--- src/hdl/b64d_pkg.sv ---
// ----------------------------------------------------------------------------
// b64d_pkg
// Shared types, constants and the character classifier of the Base64 decoder.
// ----------------------------------------------------------------------------
package b64d_pkg;

   localparam int LENGTH_BITS = 16;
   localparam int LEN_OUT_W   = 16;
   localparam int CAP_W       = 16;
   localparam int CMP_W       = (LENGTH_BITS > CAP_W) ? LENGTH_BITS : CAP_W;

   localparam int QUEUE_DEPTH = 2;
   localparam int QUEUE_PTR_W = (QUEUE_DEPTH > 1) ? $clog2(QUEUE_DEPTH) : 1;
   localparam int QUEUE_CNT_W = $clog2(QUEUE_DEPTH + 1);

   localparam logic [CAP_W-1:0] CAP_RESET = 16'hFFFF;

   localparam logic [6:0] CODE_PLUS  = 7'h3e;
   localparam logic [6:0] CODE_SLASH = 7'h3f;
   localparam logic [6:0] CODE_NONE  = 7'h40;
   localparam logic [6:0] DIGIT_BASE = 7'h34;
   localparam logic [6:0] LOWER_BASE = 7'h1a;

   typedef enum logic [1:0] {
      PH_FIRST  = 2'd0,
      PH_SECOND = 2'd1,
      PH_THIRD  = 2'd2,
      PH_FOURTH = 2'd3
   } phase_type;

   // classified character passed from front to back
   typedef struct packed {
      logic [5:0] sextet;
      logic       bad;
      logic       last;
   } char_item_type;

   // bit 6 set means the byte is outside the alphabet
   function automatic logic [6:0] sextet_of(input logic [7:0] c);
      logic [6:0] code;
      code = CODE_NONE;
      if (c >= 8'h41 && c <= 8'h5a) begin
         code = 7'(c - 8'h41);
      end else if (c >= 8'h61 && c <= 8'h7a) begin
         code = 7'(c - 8'h61) + LOWER_BASE;
      end else if (c >= 8'h30 && c <= 8'h39) begin
         code = 7'(c - 8'h30) + DIGIT_BASE;
      end else if (c == 8'h2b) begin
         code = CODE_PLUS;
      end else if (c == 8'h2f) begin
         code = CODE_SLASH;
      end
      return code;
   endfunction

endpackage

--- src/hdl/b64d_front.sv ---
// ----------------------------------------------------------------------------
// b64d_front
// Accepts request characters, maps them to sextets and pushes them to the queue.
// ----------------------------------------------------------------------------
module b64d_front (
   input  logic                    req_valid,
   input  logic [7:0]              req_code_char,
   input  logic                    req_last_char,
   output logic                    req_stall,
   input  logic                    q_full,
   output logic                    q_push,
   output b64d_pkg::char_item_type q_item
);

   logic [6:0] code;

   always_comb begin
      code          = b64d_pkg::sextet_of(req_code_char);
      req_stall     = q_full;
      q_push        = req_valid & ~q_full;
      q_item.sextet = code[5:0];
      q_item.bad    = code[6];
      q_item.last   = req_last_char;
   end

endmodule

--- src/hdl/b64d_queue.sv ---
// ----------------------------------------------------------------------------
// b64d_queue
// Short FIFO between the classifying front and the decoding back.
// ----------------------------------------------------------------------------
module b64d_queue (
   input  logic                    clock,
   input  logic                    reset,
   input  logic                    push,
   input  b64d_pkg::char_item_type push_item,
   output logic                    full,
   input  logic                    pop,
   output logic                    pop_valid,
   output b64d_pkg::char_item_type pop_item
);

   b64d_pkg::char_item_type                entry_ff [b64d_pkg::QUEUE_DEPTH];
   logic [b64d_pkg::QUEUE_PTR_W-1:0]       wr_ptr_ff, wr_ptr_in;
   logic [b64d_pkg::QUEUE_PTR_W-1:0]       rd_ptr_ff, rd_ptr_in;
   logic [b64d_pkg::QUEUE_CNT_W-1:0]       count_ff, count_in;
   logic                                   do_pop;

   localparam logic [b64d_pkg::QUEUE_PTR_W-1:0] LAST_PTR =
      b64d_pkg::QUEUE_PTR_W'(b64d_pkg::QUEUE_DEPTH - 1);
   localparam logic [b64d_pkg::QUEUE_CNT_W-1:0] FULL_CNT =
      b64d_pkg::QUEUE_CNT_W'(b64d_pkg::QUEUE_DEPTH);

   always_comb begin
      full      = (count_ff == FULL_CNT);
      pop_valid = (count_ff != '0);
      pop_item  = entry_ff[rd_ptr_ff];
      do_pop    = pop & pop_valid;
      wr_ptr_in = wr_ptr_ff;
      rd_ptr_in = rd_ptr_ff;
      count_in  = count_ff;
      if (push) begin
         wr_ptr_in = (wr_ptr_ff == LAST_PTR) ? '0 : wr_ptr_ff + 1'b1;
      end
      if (do_pop) begin
         rd_ptr_in = (rd_ptr_ff == LAST_PTR) ? '0 : rd_ptr_ff + 1'b1;
      end
      if (push && !do_pop) begin
         count_in = count_ff + 1'b1;
      end else if (!push && do_pop) begin
         count_in = count_ff - 1'b1;
      end
   end

   always_ff @(posedge clock) begin
      if (reset) begin
         wr_ptr_ff <= '0;
         rd_ptr_ff <= '0;
         count_ff  <= '0;
      end else begin
         wr_ptr_ff <= wr_ptr_in;
         rd_ptr_ff <= rd_ptr_in;
         count_ff  <= count_in;
      end
   end

   always_ff @(posedge clock) begin
      if (push) begin
         entry_ff[wr_ptr_ff] <= push_item;
      end
   end

endmodule

--- src/hdl/b64d_back.sv ---
// ----------------------------------------------------------------------------
// b64d_back
// Running decode state, capacity check and the registered response stage.
// ----------------------------------------------------------------------------
module b64d_back (
   input  logic                    clock,
   input  logic                    reset,
   input  logic                    csr_wr_en,
   input  logic [15:0]             csr_wr_data,
   input  logic                    q_valid,
   input  b64d_pkg::char_item_type q_item,
   output logic                    q_pop,
   output logic                    rsp_valid,
   input  logic                    rsp_stall,
   output logic [7:0]              rsp_byte_out,
   output logic                    rsp_byte_valid,
   output logic                    rsp_done_res,
   output logic [15:0]             rsp_decoded_length,
   output logic                    rsp_halted_early
);

   localparam int LB = b64d_pkg::LENGTH_BITS;
   localparam int CW = b64d_pkg::CMP_W;
   localparam logic [LB-1:0] COUNT_MAX = {LB{1'b1}};

   logic [b64d_pkg::CAP_W-1:0] capacity_ff;
   b64d_pkg::phase_type        phase_ff, phase_in;
   logic [7:0]                 partial_ff, partial_in;
   logic [LB-1:0]              count_ff, count_in;
   logic                       halted_ff, halted_in;

   logic                       rsp_valid_ff, rsp_valid_in;
   logic [7:0]                 byte_ff, byte_in;
   logic                       bvalid_ff, bvalid_in;
   logic                       done_ff, done_in;
   logic [15:0]                len_ff, len_in;
   logic                       early_ff, early_in;

   logic                       take;
   logic [CW-1:0]              cap_ext, max_ext, cap_eff, cnt_ext, new_ext;
   logic [5:0]                 s;

   always_comb begin
      take    = q_valid & (~rsp_valid_ff | ~rsp_stall);
      q_pop   = take;
      s       = q_item.sextet;
      cap_ext = CW'(capacity_ff);
      max_ext = CW'(COUNT_MAX);
      cap_eff = (cap_ext < max_ext) ? cap_ext : max_ext;
      cnt_ext = CW'(count_ff);

      phase_in   = phase_ff;
      partial_in = partial_ff;
      count_in   = count_ff;
      halted_in  = halted_ff;
      byte_in    = 8'h00;
      bvalid_in  = 1'b0;

      if (!halted_ff) begin
         if (q_item.bad || cnt_ext >= cap_eff) begin
            halted_in = 1'b1;
         end else begin
            case (phase_ff)
               b64d_pkg::PH_FIRST: begin
                  partial_in = {s, 2'b00};
               end
               b64d_pkg::PH_SECOND: begin
                  byte_in    = partial_ff | {6'h00, s[5:4]};
                  partial_in = {s[3:0], 4'h0};
                  bvalid_in  = 1'b1;
               end
               b64d_pkg::PH_THIRD: begin
                  byte_in    = partial_ff | {4'h0, s[5:2]};
                  partial_in = {s[1:0], 6'h00};
                  bvalid_in  = 1'b1;
               end
               default: begin
                  byte_in    = partial_ff | {2'b00, s};
                  partial_in = 8'h00;
                  bvalid_in  = 1'b1;
               end
            endcase
            phase_in = b64d_pkg::phase_type'(phase_ff + 2'd1);
            if (bvalid_in) begin
               count_in = count_ff + 1'b1;
            end
         end
      end

      new_ext  = CW'(count_in);
      done_in  = q_item.last;
      len_in   = q_item.last ? new_ext[15:0] : 16'h0000;
      early_in = q_item.last & halted_in;

      if (take) begin
         rsp_valid_in = 1'b1;
      end else if (!rsp_stall) begin
         rsp_valid_in = 1'b0;
      end else begin
         rsp_valid_in = rsp_valid_ff;
      end

      rsp_valid          = rsp_valid_ff;
      rsp_byte_out       = byte_ff;
      rsp_byte_valid     = bvalid_ff;
      rsp_done_res       = done_ff;
      rsp_decoded_length = len_ff;
      rsp_halted_early   = early_ff;
   end

   always_ff @(posedge clock) begin
      if (reset) begin
         capacity_ff  <= b64d_pkg::CAP_RESET;
         phase_ff     <= b64d_pkg::PH_FIRST;
         partial_ff   <= 8'h00;
         count_ff     <= '0;
         halted_ff    <= 1'b0;
         rsp_valid_ff <= 1'b0;
      end else begin
         if (csr_wr_en) begin
            capacity_ff <= csr_wr_data;
         end
         rsp_valid_ff <= rsp_valid_in;
         if (take) begin
            if (q_item.last) begin
               phase_ff   <= b64d_pkg::PH_FIRST;
               partial_ff <= 8'h00;
               count_ff   <= '0;
               halted_ff  <= 1'b0;
            end else begin
               phase_ff   <= phase_in;
               partial_ff <= partial_in;
               count_ff   <= count_in;
               halted_ff  <= halted_in;
            end
         end
      end
   end

   always_ff @(posedge clock) begin
      if (take) begin
         byte_ff   <= byte_in;
         bvalid_ff <= bvalid_in;
         done_ff   <= done_in;
         len_ff    <= len_in;
         early_ff  <= early_in;
      end
   end

endmodule

--- src/hdl/base64_stream_decoder.sv ---
// ----------------------------------------------------------------------------
// base64_stream_decoder
// Streaming Base64 decoder, one character per request, one response each.
// A request accept writes the queue; the back end then decodes the character into
// the output register, where the response becomes valid.
// Throughput: 1 character per cycle while rsp_stall is low; a held response
// backs up the queue and then stalls requests. Synchronous active-high reset
// empties the queue, clears the decode state and sets output_capacity to 65535.
// ----------------------------------------------------------------------------
module base64_stream_decoder (
   input  logic        clock,
   input  logic        reset,
   input  logic        csr_wr_en,
   input  logic [15:0] csr_wr_data,
   input  logic        req_valid,
   output logic        req_stall,
   input  logic [7:0]  req_code_char,
   input  logic        req_last_char,
   output logic        rsp_valid,
   input  logic        rsp_stall,
   output logic [7:0]  rsp_byte_out,
   output logic        rsp_byte_valid,
   output logic        rsp_done_res,
   output logic [15:0] rsp_decoded_length,
   output logic        rsp_halted_early
);

   logic                    q_full;
   logic                    q_push;
   b64d_pkg::char_item_type q_push_item;
   logic                    q_pop;
   logic                    q_valid;
   b64d_pkg::char_item_type q_item;

   b64d_front u_front (
      .req_valid     (req_valid),
      .req_code_char (req_code_char),
      .req_last_char (req_last_char),
      .req_stall     (req_stall),
      .q_full        (q_full),
      .q_push        (q_push),
      .q_item        (q_push_item)
   );

   b64d_queue u_queue (
      .clock     (clock),
      .reset     (reset),
      .push      (q_push),
      .push_item (q_push_item),
      .full      (q_full),
      .pop       (q_pop),
      .pop_valid (q_valid),
      .pop_item  (q_item)
   );

   b64d_back u_back (
      .clock              (clock),
      .reset              (reset),
      .csr_wr_en          (csr_wr_en),
      .csr_wr_data        (csr_wr_data),
      .q_valid            (q_valid),
      .q_item             (q_item),
      .q_pop              (q_pop),
      .rsp_valid          (rsp_valid),
      .rsp_stall          (rsp_stall),
      .rsp_byte_out       (rsp_byte_out),
      .rsp_byte_valid     (rsp_byte_valid),
      .rsp_done_res       (rsp_done_res),
      .rsp_decoded_length (rsp_decoded_length),
      .rsp_halted_early   (rsp_halted_early)
   );

endmodule
--- config.mk ---
export PLATFORM = sky130hd
export DESIGN_NAME = base64_stream_decoder
export DESIGN_NICKNAME = d
export VERILOG_FILES = /design/src/hdl/b64d_pkg.sv /design/src/hdl/b64d_front.sv /design/src/hdl/b64d_queue.sv /design/src/hdl/b64d_back.sv /design/src/hdl/base64_stream_decoder.sv
export SDC_FILE = /design/constraint.sdc
export NUM_CORES = 1
export LEC_CHECK = 0
export ABC_AREA = 1
export BUFFER_PORTS_ARGS = -buffer_cell sky130_fd_sc_hd__buf_2
export CAP_MARGIN = 0
export CORE_UTILIZATION = 50
export DETAILED_ROUTE_END_ITERATION = 8
export HOLD_SLACK_MARGIN = 0.12
export PLACE_DENSITY = 0.73
export SYNTH_ARGS = -nofsm -noshare
export SYNTH_HDL_FRONTEND = slang
export SYNTH_SLANG_ARGS = --single-unit
--- constraint.sdc ---
create_clock -name clock -period 1.98 [get_ports clock]
set_clock_uncertainty 0.05 [all_clocks]
set_input_delay 0.198 -clock clock [delete_from_list [all_inputs] [get_ports clock]]
set_output_delay 0.198 -clock clock [all_outputs]
set_load 0.02 [all_outputs]
# == Yosys cells after proc, flatten, opt, wreduce, memory -nomap -nowiden ==
# Memories as Yosys holds them, arrays and structs flattened. A register that Yosys moved wholly into a read port is not among the register bits.
# Index checks and enable logic that the tools add are counted.
# totals
regBits,75
ram_bits,16
in_bits,30
out_inout_bits,29
word_cells,100
mem_count,1
# classes
add_sub_neg,11
magnitude_cmp,8
n_eq_ne,8
muxes,34
bitwise_logic,11
reduce_logical,13
# mem_list
memory,depth,word_bits,read_ports,rd_clocked_by_memory_dff,write_ports,line_no,text
u_queue.entry_ff,2,8,1,1,1,b64d_queue.sv:16,b64d_pkg::char_item_type entry_ff [b64d_pkg::QUEUE_DEPTH];
# op_table
op,n
$mux W16,5
$pmux W8 S3,2
$mux W7,5
$mux W8,3
$add A16 B1 Y16 const B,1
$eq A8 B6 Y1 const B,2
$ge A16 B16 Y1,1
$ge A8 B7 Y1 const B,2
$le A8 B7 Y1 const B,2
$lt A16 B16 Y1 const B,1
$mux W1,14
$sub A7 B7 Y7 const B,2
$mux W2,5
$ge A8 B6 Y1 const B,1
$le A8 B6 Y1 const B,1
$or A8 B2 Y8,1
$or A8 B4 Y8,1
$or A8 B6 Y8,1
$add A7 B5 Y7 const B,1
$add A7 B6 Y7 const B,1
$sub A7 B6 Y7 const B,1
$ne A2 B1 Y1 const B,3
$logic_and A1 B1 Y1,5
$add A2 B1 Y2 const B,2
other kinds (13),22

# == Depth between registers and ports, before layout ==
# Gate-level depths: netlist of run 1.
# depth
word_depth,10
ltp_mapped,16
depth_no_buf,16

# == Modules after synthesis ==
# A second synthesis of run 1 with hierarchy kept.
# unflattened
hier_cells,666
area_unflattened_um2,5233.8
# modules_own_cells
module,instances,cells_each,area_per_inst_um2,seq_area_each_um2
b64d_back,1,471,3664.8,1651.6
b64d_queue,1,60,818.3,580.6
b64d_front,1,135,750.7,0.0

# == Least setup slack after synthesis of run 1 ==
# Ideal clock, no wire load.
# synth_path
path_kind,reg2reg
start,"register u_back.rsp_valid_ff, in the netlist u_back.rsp_valid"
end,register u_back.partial_ff[3]
setup_ns,0.128
t_arrival_ns,1.908
required_ns,1.802
setup_slack_ns,-0.105
path_stages_with_launch,8
path_buffers,1
period_less_slack_ns,2.085
path_cell_list,dfxtp_1 -> nand2_1 -> o21ai_1 -> inv_1 -> clkbuf_1 -> nand3_1 -> nand2_1 -> nor2_1
# synth_between
elab_chain_len,4
# synth_rtl
element,line_no,text
"start, declared",b64d_back.sv:32,"logic rsp_valid_ff, rsp_valid_in;"
"start signal, assigned",b64d_back.sv:123,rsp_valid_ff <= rsp_valid_in;
$not A1 Y1,b64d_back.sv:44,take = q_valid & (~rsp_valid_ff | ~rsp_stall);
$or A1 B1 Y1,b64d_back.sv:44,
$and A1 B1 Y1,b64d_back.sv:44,
net q_pop,base64_stream_decoder.sv:31,logic q_pop;
$reduce_and A3 Y1 (no line),n/a,
"end signal, assigned",b64d_back.sv:132,partial_ff <= partial_in;
"end, declared",b64d_back.sv:28,"logic [7:0] partial_ff, partial_in;"
# The timed path passes the listed nets, and every way through them passes these cells.
# A chain may end at the register's enable or synchronous reset.

# == Worst setup path in the final report of run 1 ==
# layout_path
start,"register u_back.count_ff[11], in the netlist u_back.cnt_ext[11]"
end,register u_back.partial_ff[2]
# layout_between
elab_chain_len,4
# layout_rtl
element,line_no,text
"start, declared",b64d_back.sv:29,"logic [LB-1:0] count_ff, count_in;"
"start signal, assigned",b64d_back.sv:133,count_ff <= count_in;
$ge A16 B16 Y1,b64d_back.sv:60,if (q_item.bad || cnt_ext >= cap_eff) begin
$logic_or A1 B1 Y1,b64d_back.sv:60,
$ne A2 B1 Y1 (no line),n/a,
$reduce_and A3 Y1 (no line),n/a,
# No other way between the ends.

==> metrics.sh, run 1 <==
CRITICAL_PATH.MAX_FANOUT=6
SYNTHDOMINANTCELLAREASHARE_PCT=25.5
FIRST_ITERATION_DETAILED_ROUTING_DRC_COUNT=280
VIAS=4793
POST_SYNTHESIS_REGISTER_BIT_COUNT=90
FINAL_ANTENNA_NET_COUNT=0
PINS_OVER_SLEW_LIMIT=0
ANTENNA_FOUND_INITIAL=1
NETSWITCHINGFRACTION_PCT=39.7
CTS.CLK_SLEW.WORST_PATHS_PS=80
DIODES=0
WORST_HOLD_SLACK_PS=101
REG2REG_LAUNCH_POINT='u_back.cnt_ext[11]'
R2R_DEPTH=14
P_PER_AREA_mW_PER_MM2=969
MAX-CAP-VIOLATIONS=0
CTS_SINKS=90
MAXIMUM_IR_DROP_ON_THE_VDD_RAIL_mV=0.555
CLK-INSERTION-DELAY-LATE_PS=380
SYNTHFLOPTYPE='sky130_fd_sc_hd__dfxtp_1'
DIEAREA_MM2=0.0105
SYNTH_AREA_LEADER='sky130_fd_sc_hd__edfxtp_1'
PERIOD_SHARE_PCT=103
SYN_INST=633
REPORT.POWER.TOTAL_mW=6.50
HOLD_PATH_STARTPOINT='rsp_stall'
CP-START-KIND='register'
LAYOUT.NETS=816
BUFFER_CELL_DRIVING_THE_CLOCK_TREE_ROOT='sky130_fd_sc_hd__clkbuf_8'
ROWS=36
P_CLK_SHARE_PCT=18.7
TOTAL_SWITCHING_POWER_mW=2.58
OUTCOME='finished, violations left'
DIE_HEIGHT_UM=103
WORST-ENDPOINT-ARRIVAL_PS=2290
GLOBAL_ROUTE.OVERFLOW_TOTAL=0
INTPOWER_mW=3.92
SYNTHTOPCELLSBYAREA='sky130_fd_sc_hd__edfxtp_1 25%, sky130_fd_sc_hd__dfxtp_1 19%, sky130_fd_sc_hd__nand2_1 9.7%'
CTS_MAX_LEVEL=3
CP.REQUIRED_PS=2240
POST-ROUTE-DRC-COUNT=0
SYNTH_FP_NETS=693
PWR-SHARE-SEQ_PCT=39.7
HOLD_VIOL=0
CELLLEAKAGEPOWER_nW=2.94
GRT.TOTAL_USAGE_PCT=25.2
CRITICAL-PATH-TOP-DELAY-FAMILY='simple AND/OR/NAND/NOR gates'
TRITONCTS_CLOCK_TREE='done'
WORSTPATHBUFFERINVERTERCOUNT=3
SETUP_VIOLATIONS=8
INITIAL_UTILIZATION_PCT=51.6
CRITICAL_PATH_DEPTH=14
ACHIEVABLE-FREQUENCY_MHz=492
GP_CONGESTION=0.907
YS_ASYNC_SR_FRACTION_PCT=0
SLEW_HEADROOM_PCT=59.7
RSZ0062_AT_GRT='true'
LAYOUT.FILLER_CELLS=766
RRSETUPSLACK_PS=-50
SYNTH_SEQUENTIAL_AREA_RATIO_PCT=44.0
GRT_FIRST_PASS_WIRELENGTH_MM=20.5
GRT_START_MAX_NET_PINS=33
CTS-ROOT-TO-SINK-BUFFERS=2
NETLIST-CELL-TYPE-COUNT=42
WORST_PATH_MAX_DELAY_CELL='sky130_fd_sc_hd__dfxtp_1'
DIE_WIDTH_UM=103
TOTALWIRELENGTH_MM=13.0
TIMING.CRITICAL_PATH.FROM='u_back.cnt_ext[11]'
DRIVE_GT1_SHARE_PCT=32.7
POSTSYNTHAREAPERCELL_UM2=8.01
FAILED_CHECKS='negative setup slack'
SYNTH.YOSYS.WARNINGS=0
WORST-SETUP-PATH-TYPE='register to register'
BOUNDARYPINS=59
CTS-BUFFERS-INSERTED=9
SYNTH-EDFF-COUNT=43
WORST_SETUP_PATH_END_KIND='register'
CRIT_TOP_CELL='sky130_fd_sc_hd__nand2_1'
IO_BUFFER_COUNT=58
DEPTH_OF_THE_WORST_HOLD_TIMING_PATH=3
AVGROUTEDWIREPERCELL_UM=14.5
FINAL_PERIOD_MINUS_WORST_SETUP_SLACK_PS=2030
DP_HPWL_MM=8.74
CORE_MM2=0.00982
WORST_SLACK_PS=-53.5
POST_SYNTH_INSTANCE_AREA_MM2=0.00507
CRIT_CHAIN='ha_4 > nand2_1 > inv_1 > nand2_1 > nand2_1 > nand2_2 > nand3_2 > a21oi_4 > buf_12 > nand2_8 > nand2_8 > buf_6 > nand3_2 > a21oi_1'
VIAS_PER_CELL=5.36
MIN_PATH_TYPE='primary input to register'
AREAGROWTHSYNTHTOFINISH_PCT=32.3
WORST-SLEW-PIN-TRANSITION_PS=598
VIAS_IN_THE_FIRST_GLOBAL_ROUTE=4424
TIMING.CRITICAL_PATH.SLOWEST_CELL_DELAY_PS=420
FIRST_PASS_ITERS=5
COMBINATIONAL_CELL_FRACTION_OF_TOTAL_POWER_PCT=41.6
[cells in the final DEF (no fill, tap or decap), types with 7 or more instances in the layout]
cell                            count
sky130_fd_sc_hd__o21ai_0           29
sky130_fd_sc_hd__nor2_1            46
sky130_fd_sc_hd__ha_1              17
sky130_fd_sc_hd__nor2_4            10
sky130_fd_sc_hd__nand2_1          110
sky130_fd_sc_hd__a21oi_2            9
sky130_fd_sc_hd__nand2_2           22
sky130_fd_sc_hd__a21oi_1           52
sky130_fd_sc_hd__buf_6              7
sky130_fd_sc_hd__nor3_1             7
sky130_fd_sc_hd__inv_2             16
sky130_fd_sc_hd__dlygate4sd3_1     17
sky130_fd_sc_hd__buf_4             45
sky130_fd_sc_hd__dfxtp_1           33
sky130_fd_sc_hd__nand3_2            9
sky130_fd_sc_hd__ha_4              12
sky130_fd_sc_hd__nand3_1           29
sky130_fd_sc_hd__buf_2             58
sky130_fd_sc_hd__nand4_1           19
sky130_fd_sc_hd__edfxtp_1          43
sky130_fd_sc_hd__o21ai_1            9
sky130_fd_sc_hd__clkbuf_8           9
sky130_fd_sc_hd__inv_1             75
sky130_fd_sc_hd__dfxtp_2           12
[sequential cells by signal, summed over array words and instances (netlist names), 2 cells and up, named ones only]
register                   count
u_back.rsp_decoded_length     16
u_queue.count_ff               2
u_back.rsp_byte_out            8
u_back.partial_ff              6
u_back.cnt_ext                16
u_queue.entry_ff              16
u_back.cap_ext                16
u_back.phase_ff                2
[final cells by class]
| class | count | area, um2 | share of cell area, % |
|---|---|---|---|
| Timing Repair Buffer | 129 | 917 | 13.7 |
| Clock inverter | 6 | 57.6 | 0.858 |
| Multi-Input combinational cell | 435 | 2850 | 42.4 |
| Clock buffer | 10 | 128 | 1.90 |
| Tap cell | 133 | 166 | 2.48 |
| Sequential cell | 90 | 2250 | 33.6 |
| Inverter | 91 | 342 | 5.09 |
[Yosys cell counts, drive strengths merged, types with 3 or more instances]
cell and n:
o22ai 3, dfxtp 47, clkbuf 9, nand3b 4
buf 8, xor2 4, a21oi 63, ha 30
o2111ai 3, nand2 141, nor2 60, or2 5
o21ai 41, o311ai 3, nor3 12, nand3 39
nand4 19, edfxtp 43, inv 91
[power groups by stage]
stage | clock [mW] | sequential, mW | combinational (mW)
2_1_floorplan | 0 | 2.91 | 1.24
3_3_place_gp | 0 | 2.61 | 2.26
3_5_place_dp | 0 | 2.62 | 2.31
4_1_cts | 1.22 | 2.58 | 2.46
5_1_grt | 1.29 | 2.63 | 2.95
6_report | 1.21 | 2.58 | 2.71
[per-stage QoR]
stage / setup WS [ps] / area, um2 / utilization, % / setup TNS (ps) / std cells
6_report: -53.5 / 6710 / 68.3 / -212 / 894
5_1_grt: -167 / 6710 / 68.3 / -3600 / 894
4_1_cts: -54.4 / 6540 / 66.6 / -341 / 895
3_5_place_dp: -86.1 / 5840 / 59.5 / -1420 / 856
3_3_place_gp: -98.1 / 5840 / 59.5 / -478 / 856
2_1_floorplan: 53.6 / 5070 / - / 0 / 633
[worst reg2reg max path, delay by kind of cell (launching register included)]
| kind | cells | cell delay [ps] |
|---|---|---|
| DFF | 1 | 420 |
| buffers and inverters | 3 | 340 |
| and+or+nand+nor | 8 | 560 |
| adders and majority gates | 1 | 230 |
| AOI/OAI and AO/OA | 2 | 350 |
[path summary, 6_finish.rpt]
path / endpoint
worst max-delay path: u_back.partial_ff[2]
worst min-delay path: u_back.rsp_valid
worst max register to register: u_back.partial_ff[2]
worst min register to register: u_queue.rd_ptr_ff
[routing by layer]
layer	vias up	GRT usage [%]	part of all wire (%)
li1	2350	-	-
met1	2226	34.0	44
met2	181	40.2	47
met3	34	5.42	6.6
met4	2	8.79	2.0
met5	-	0	0.10
[cells by family after synthesis]
| logic type | share of synthesized area, % |
|---|---|
| AO/OA/AOI/OAI | 12.8 |
| XOR/XNOR | 0.864 |
| adder cells (fa/ha/maj) | 7.40 |
| buffers and inverters | 8.31 |
| flip-flops | 44.0 |
| multiplexers | 0.197 |
| AND/OR/NAND/NOR | 26.4 |
[timing repair]
item,4_1_cts,5_1_grt
hold buffers,17,0
endpoints found under the setup margin,31,50
pin swaps,26,28
gates cloned,2,0
gates resized for setup,63,54
buffers inserted,4,1
hold endpoints to repair,18,0
No activity file was read; power rests on OpenSTA's default activity.
==> run 2, diff against run 1 <==
SYNTH_HIERARCHICAL = 1   (was default)
==> run 2 against run 1 <==
Compared with the run above: the flow still finishes with violations (negative setup slack); critical path depth is 3 lower; area after synthesis grew 3.2%; combinational power decreased by 11%; synthesized cell count rose by 5.2%.
==> metrics.sh, run 2 <==
OUTCOME='finished, violations left'
FAILED_CHECKS='negative setup slack'
SYNTH-EDFF-COUNT=43  # unchanged
ROWS=36  # unchanged
AREAGROWTHSYNTHTOFINISH_PCT=27.5
SYNTHADDERAREAFRAC_PCT=7.17  # -0.23 points
CTS_SINKS=90  # unchanged
POST_SYNTH_INSTANCE_AREA_MM2=0.00523  # +3.2%
FIRST_PASS_ITERS=5  # unchanged
LAYOUT.NETS=838  # +2.7%
SYNTH_FP_NETS=726  # +4.8%
DIE_WIDTH_UM=104  # +1.6%
SYN_INST=666  # +5.2%
PLACEDINSTANCEAREA_MM2=0.00586  # +0.41%
DIODES=0  # unchanged
DR_WL_MET2_MM=6.00  # -2.2%
ANTENNA_FOUND_INITIAL=0  # -1
CLK-INSERTION-DELAY-LATE_PS=360  # -20 ps
CTS_MAX_LEVEL=3  # unchanged
WORST-ENDPOINT-ARRIVAL_PS=2400  # +110 ps
GRT.TOTAL_USAGE_PCT=23.5  # -1.8 points
AREA.SEQUENTIAL_MM2=0.00224  # -0.55%
SHARE_OF_THE_SYNTHESIZED_AREA_IN_COMPOUND_GATES_AO_OA_AOI_OAI_PCT=10.7  # -2.1 points
FINAL_PERIOD_MINUS_WORST_SETUP_SLACK_PS=2170  # +133 ps
SYNTH_TOP_FAMILY_BY_AREA='simple AND/OR/NAND/NOR gates'
TOP_LAYER='met4'
YOSYS.AREA_SHARE.XOR_XNOR_PCT=1.17  # +0.31 points
DESIGN_AREA_MM2=0.00667  # -0.56%
TOTALWIRELENGTH_MM=13.0  # +0.42%
WORST-SETUP-PATH-TYPE='register to register'
SYNTH_AREA_LEADER='sky130_fd_sc_hd__edfxtp_1'
DP_HPWL_MM=8.72  # -0.22%
M1_WL_MM=5.78  # +1.2%
CP.REQUIRED_PS=2220  # -20 ps
VIAS_PER_CELL=5.34  # -0.37%
PINS_OVER_SLEW_LIMIT=0  # unchanged
LAYOUT.FILLER_CELLS=761  # -0.65%
YS_ASYNC_SR_FRACTION_PCT=0  # unchanged
SYNTHTOPCELLSBYAREA='sky130_fd_sc_hd__edfxtp_1 25%, sky130_fd_sc_hd__dfxtp_1 18%, sky130_fd_sc_hd__nand2_1 10%'
CRIT-REG2REG-CAPTURE='u_back/phase_ff[0]'
MAX-CAP-VIOLATIONS=0  # unchanged
SYNTH.YOSYS.WARNINGS=6  # +6
CRIT_PATH_END='u_back/phase_ff[0]'
CP-START-KIND='register'
MET3WIRELENGTH_UM=871  # +1.3%
WORST_SETUP_PATH_END_KIND='register'
R2R_DEPTH=11  # -3
NETLIST-CELL-TYPE-COUNT=39  # -7.1%
SYNTHTOPCELLSBYCOUNT='144 x sky130_fd_sc_hd__nand2_1, 93 x sky130_fd_sc_hd__inv_1, 58 x sky130_fd_sc_hd__a21oi_1'
BOUNDARYPINS=59  # unchanged
POST-ROUTE-DRC-COUNT=0  # unchanged
RSZ0062_AT_GRT='true'
FINAL_ANTENNA_NET_COUNT=0  # unchanged
PERIOD_SHARE_PCT=109  # +6.7 points
GRT_FIRST_PASS_WIRELENGTH_MM=20.4  # -0.34%
WORST-SLEW-PIN-TRANSITION_PS=433  # -165 ps
CTS-BUFFERS-INSERTED=9  # unchanged
CTS.CLK_SLEW.WORST_PATHS_PS=90  # about the same
WORST_SLACK_PS=-187  # -133 ps
YOSYS-MUX-AREA-FRACTION_PCT=1.72  # +1.5 points
FIN_SETUP_TNS_PS=-3370  # -3160 ps
SETUP_VIOLATIONS=42  # +34
BUFFER_CELL_DRIVING_THE_CLOCK_TREE_ROOT='sky130_fd_sc_hd__clkbuf_8'
LEADING_CELL_TYPE_IN_THE_LAYOUT_FILL_AND_TAPS_EXCLUDED='sky130_fd_sc_hd__nand2_1'
MIN_PATH_TYPE='primary input to register'
DIEAREA_MM2=0.0109  # +3.1%
ACHIEVABLE-FREQUENCY_MHz=462  # -6.2%
IO_BUFFER_COUNT=58  # unchanged
RRSETUPSLACK_PS=-190  # -130 ps
P_PER_AREA_mW_PER_MM2=954  # -1.6%
DIE_HEIGHT_UM=104  # +1.6%
YOSYS.CELL_COUNT.TOP_TYPE='sky130_fd_sc_hd__nand2_1'
DRIVE_GT1_SHARE_PCT=28.4  # -4.4 points
LAYOUT_COMMON_CELLS='130 x sky130_fd_sc_hd__nand2_1, 88 x sky130_fd_sc_hd__inv_1, 58 x sky130_fd_sc_hd__buf_2'
GLOBAL_ROUTE.OVERFLOW_TOTAL=0  # unchanged
POSTSYNTHAREAPERCELL_UM2=7.86  # -1.9%
AVGROUTEDWIREPERCELL_UM=14.2  # -2.0%
CELLLEAKAGEPOWER_nW=3.02  # +2.8%
TRITONCTS_CLOCK_TREE='done'
SYNTH_SEQUENTIAL_AREA_RATIO_PCT=42.6  # -1.4 points
CRITICAL_PATH.MAX_FANOUT=5  # -1
GP_CONGESTION=0.910  # +0.39%
REG2REG_LAUNCH_POINT='u_back/cnt_ext[5]'
CTS-ROOT-TO-SINK-BUFFERS=2  # unchanged
SYNTH_SIMPLE_GATE_AREA_SHARE_PCT=27.1  # +0.61 points
HOLD_VIOL=0  # unchanged
TIMING.CRITICAL_PATH.FROM='u_back/cnt_ext[5]'
INITIAL_UTILIZATION_PCT=52.6  # +0.93 points
AREA_USED_BY_MULTI_INPUT_COMBINATIONAL_LOGIC_MM2=0.00279  # -1.9%
CORE_MM2=0.00995  # +1.4%
POST_SYNTHESIS_REGISTER_BIT_COUNT=90  # unchanged
FIRST_ITERATION_DETAILED_ROUTING_DRC_COUNT=288  # +2.9%
SYNTHFLOPTYPE='sky130_fd_sc_hd__dfxtp_1'
GRT_START_MAX_NET_PINS=34  # +3.0%
SYNTHDOMINANTCELLAREASHARE_PCT=24.7  # -0.79 points
VIAS_IN_THE_FIRST_GLOBAL_ROUTE=4368  # -1.3%
SLEW_HEADROOM_PCT=71.0  # +11 points
MAXIMUM_IR_DROP_ON_THE_VDD_RAIL_mV=0.780  # +40%
VIAS=4893  # +2.1%
[run 2: cell types whose count changed in the layout (fill, tap and decap cells not counted), sizes merged, moves of 4 or more]
| cell | change |
|---|---|
| buf | -8 |
| or2 | -5 |
| nand4 | +4 |
| nand2 | +16 |
| nor3 | -4 |
| inv | +7 |
| nand3 | +18 |
| o21ai | -11 |
| mux2 | +8 |
[run 2: per-layer routing]
layer,vias up,GRT usage [%]
met4,0,11.4
met3,38,4.70
met2,209,35.3
met1,2224,32.1
li1,2422,-
met5,-,0
[run 2: cells by family after synthesis]
family | count (synthesis)
AND/OR/NAND/NOR | 309
buffers and inverters | 122
multiplexers | 8
AO/OA/AOI/OAI | 100
XOR/XNOR | 7
adder cells (fa/ha/maj) | 30
flip-flops | 90
[run 2: final cells by class]
cell class / count / area share (%)
Clock inverter: 5 / 1.16
Tap cell: 133 / 2.49
Clock buffer: 11 / 2.12
Inverter: 101 / 5.96
Sequential cell: 90 / 33.6
Multi-Input combinational cell: 454 / 41.8
Timing Repair Buffer: 122 / 12.8
[run 2: worst min path at each step]
stage / from / slack, ps / to / cells after the start
after floorplan: reset / 230 / u_queue/wr_ptr_ff / 1
final: req_valid / 190 / u_queue/wr_ptr_ff / 5
after global placement: req_last_char / 340 / u_queue/entry_ff[0][0] / 1
after detailed placement: req_last_char / 350 / u_queue/entry_ff[0][0] / 1
after CTS: req_valid / 170 / u_queue/wr_ptr_ff / 5
after global routing: reset / 230 / u_back/rsp_valid / 2
[run 2: worst max-delay path, cell delays in order (launching register included)]
cell and delay, ps:
sky130_fd_sc_hd__dfxtp_1 370, sky130_fd_sc_hd__ha_1 350, sky130_fd_sc_hd__a21oi_1 170, sky130_fd_sc_hd__o21a_1 140
sky130_fd_sc_hd__nand2_2 70, sky130_fd_sc_hd__a21oi_4 210, sky130_fd_sc_hd__buf_6 140, sky130_fd_sc_hd__buf_12 110
sky130_fd_sc_hd__nand2_8 60, sky130_fd_sc_hd__nor2_2 100, sky130_fd_sc_hd__o21ai_0 130, sky130_fd_sc_hd__a21oi_1 180
[run 2: report_power, final]
part	internal (mW)	switching, mW
combinational	0.799	1.60
clock	0.742	0.641
sequential	2.44	0.138
[run 2: per-stage QoR]
| step | hold WS, ps | setup WS, ps | std cells | utilization (%) | power [mW] |
|---|---|---|---|---|---|
| 4_1_cts | 173 | -59.9 | 911 | 64.5 | 6.26 |
| 3_3_place_gp | 339 | 36.8 | 870 | 58.9 | 4.69 |
| 6_report | 186 | -187 | 916 | 67.0 | 6.36 |
| 3_5_place_dp | 349 | -22.0 | 870 | 58.9 | 4.77 |
| 5_1_grt | 228 | -271 | 916 | 67.0 | 6.70 |
| 2_1_floorplan | 227 | 25.8 | 666 | - | 4.06 |
[run 2: what timing repair did]
action | CTS | global route
hold buffers | 18 | 0
gates resized for setup | 16 | 63
endpoints found under the hold margin | 19 | 0
buffers inserted | 5 | 8
cloned | 2 | 0
setup endpoints to repair | 15 | 50
pin swaps | 5 | 24
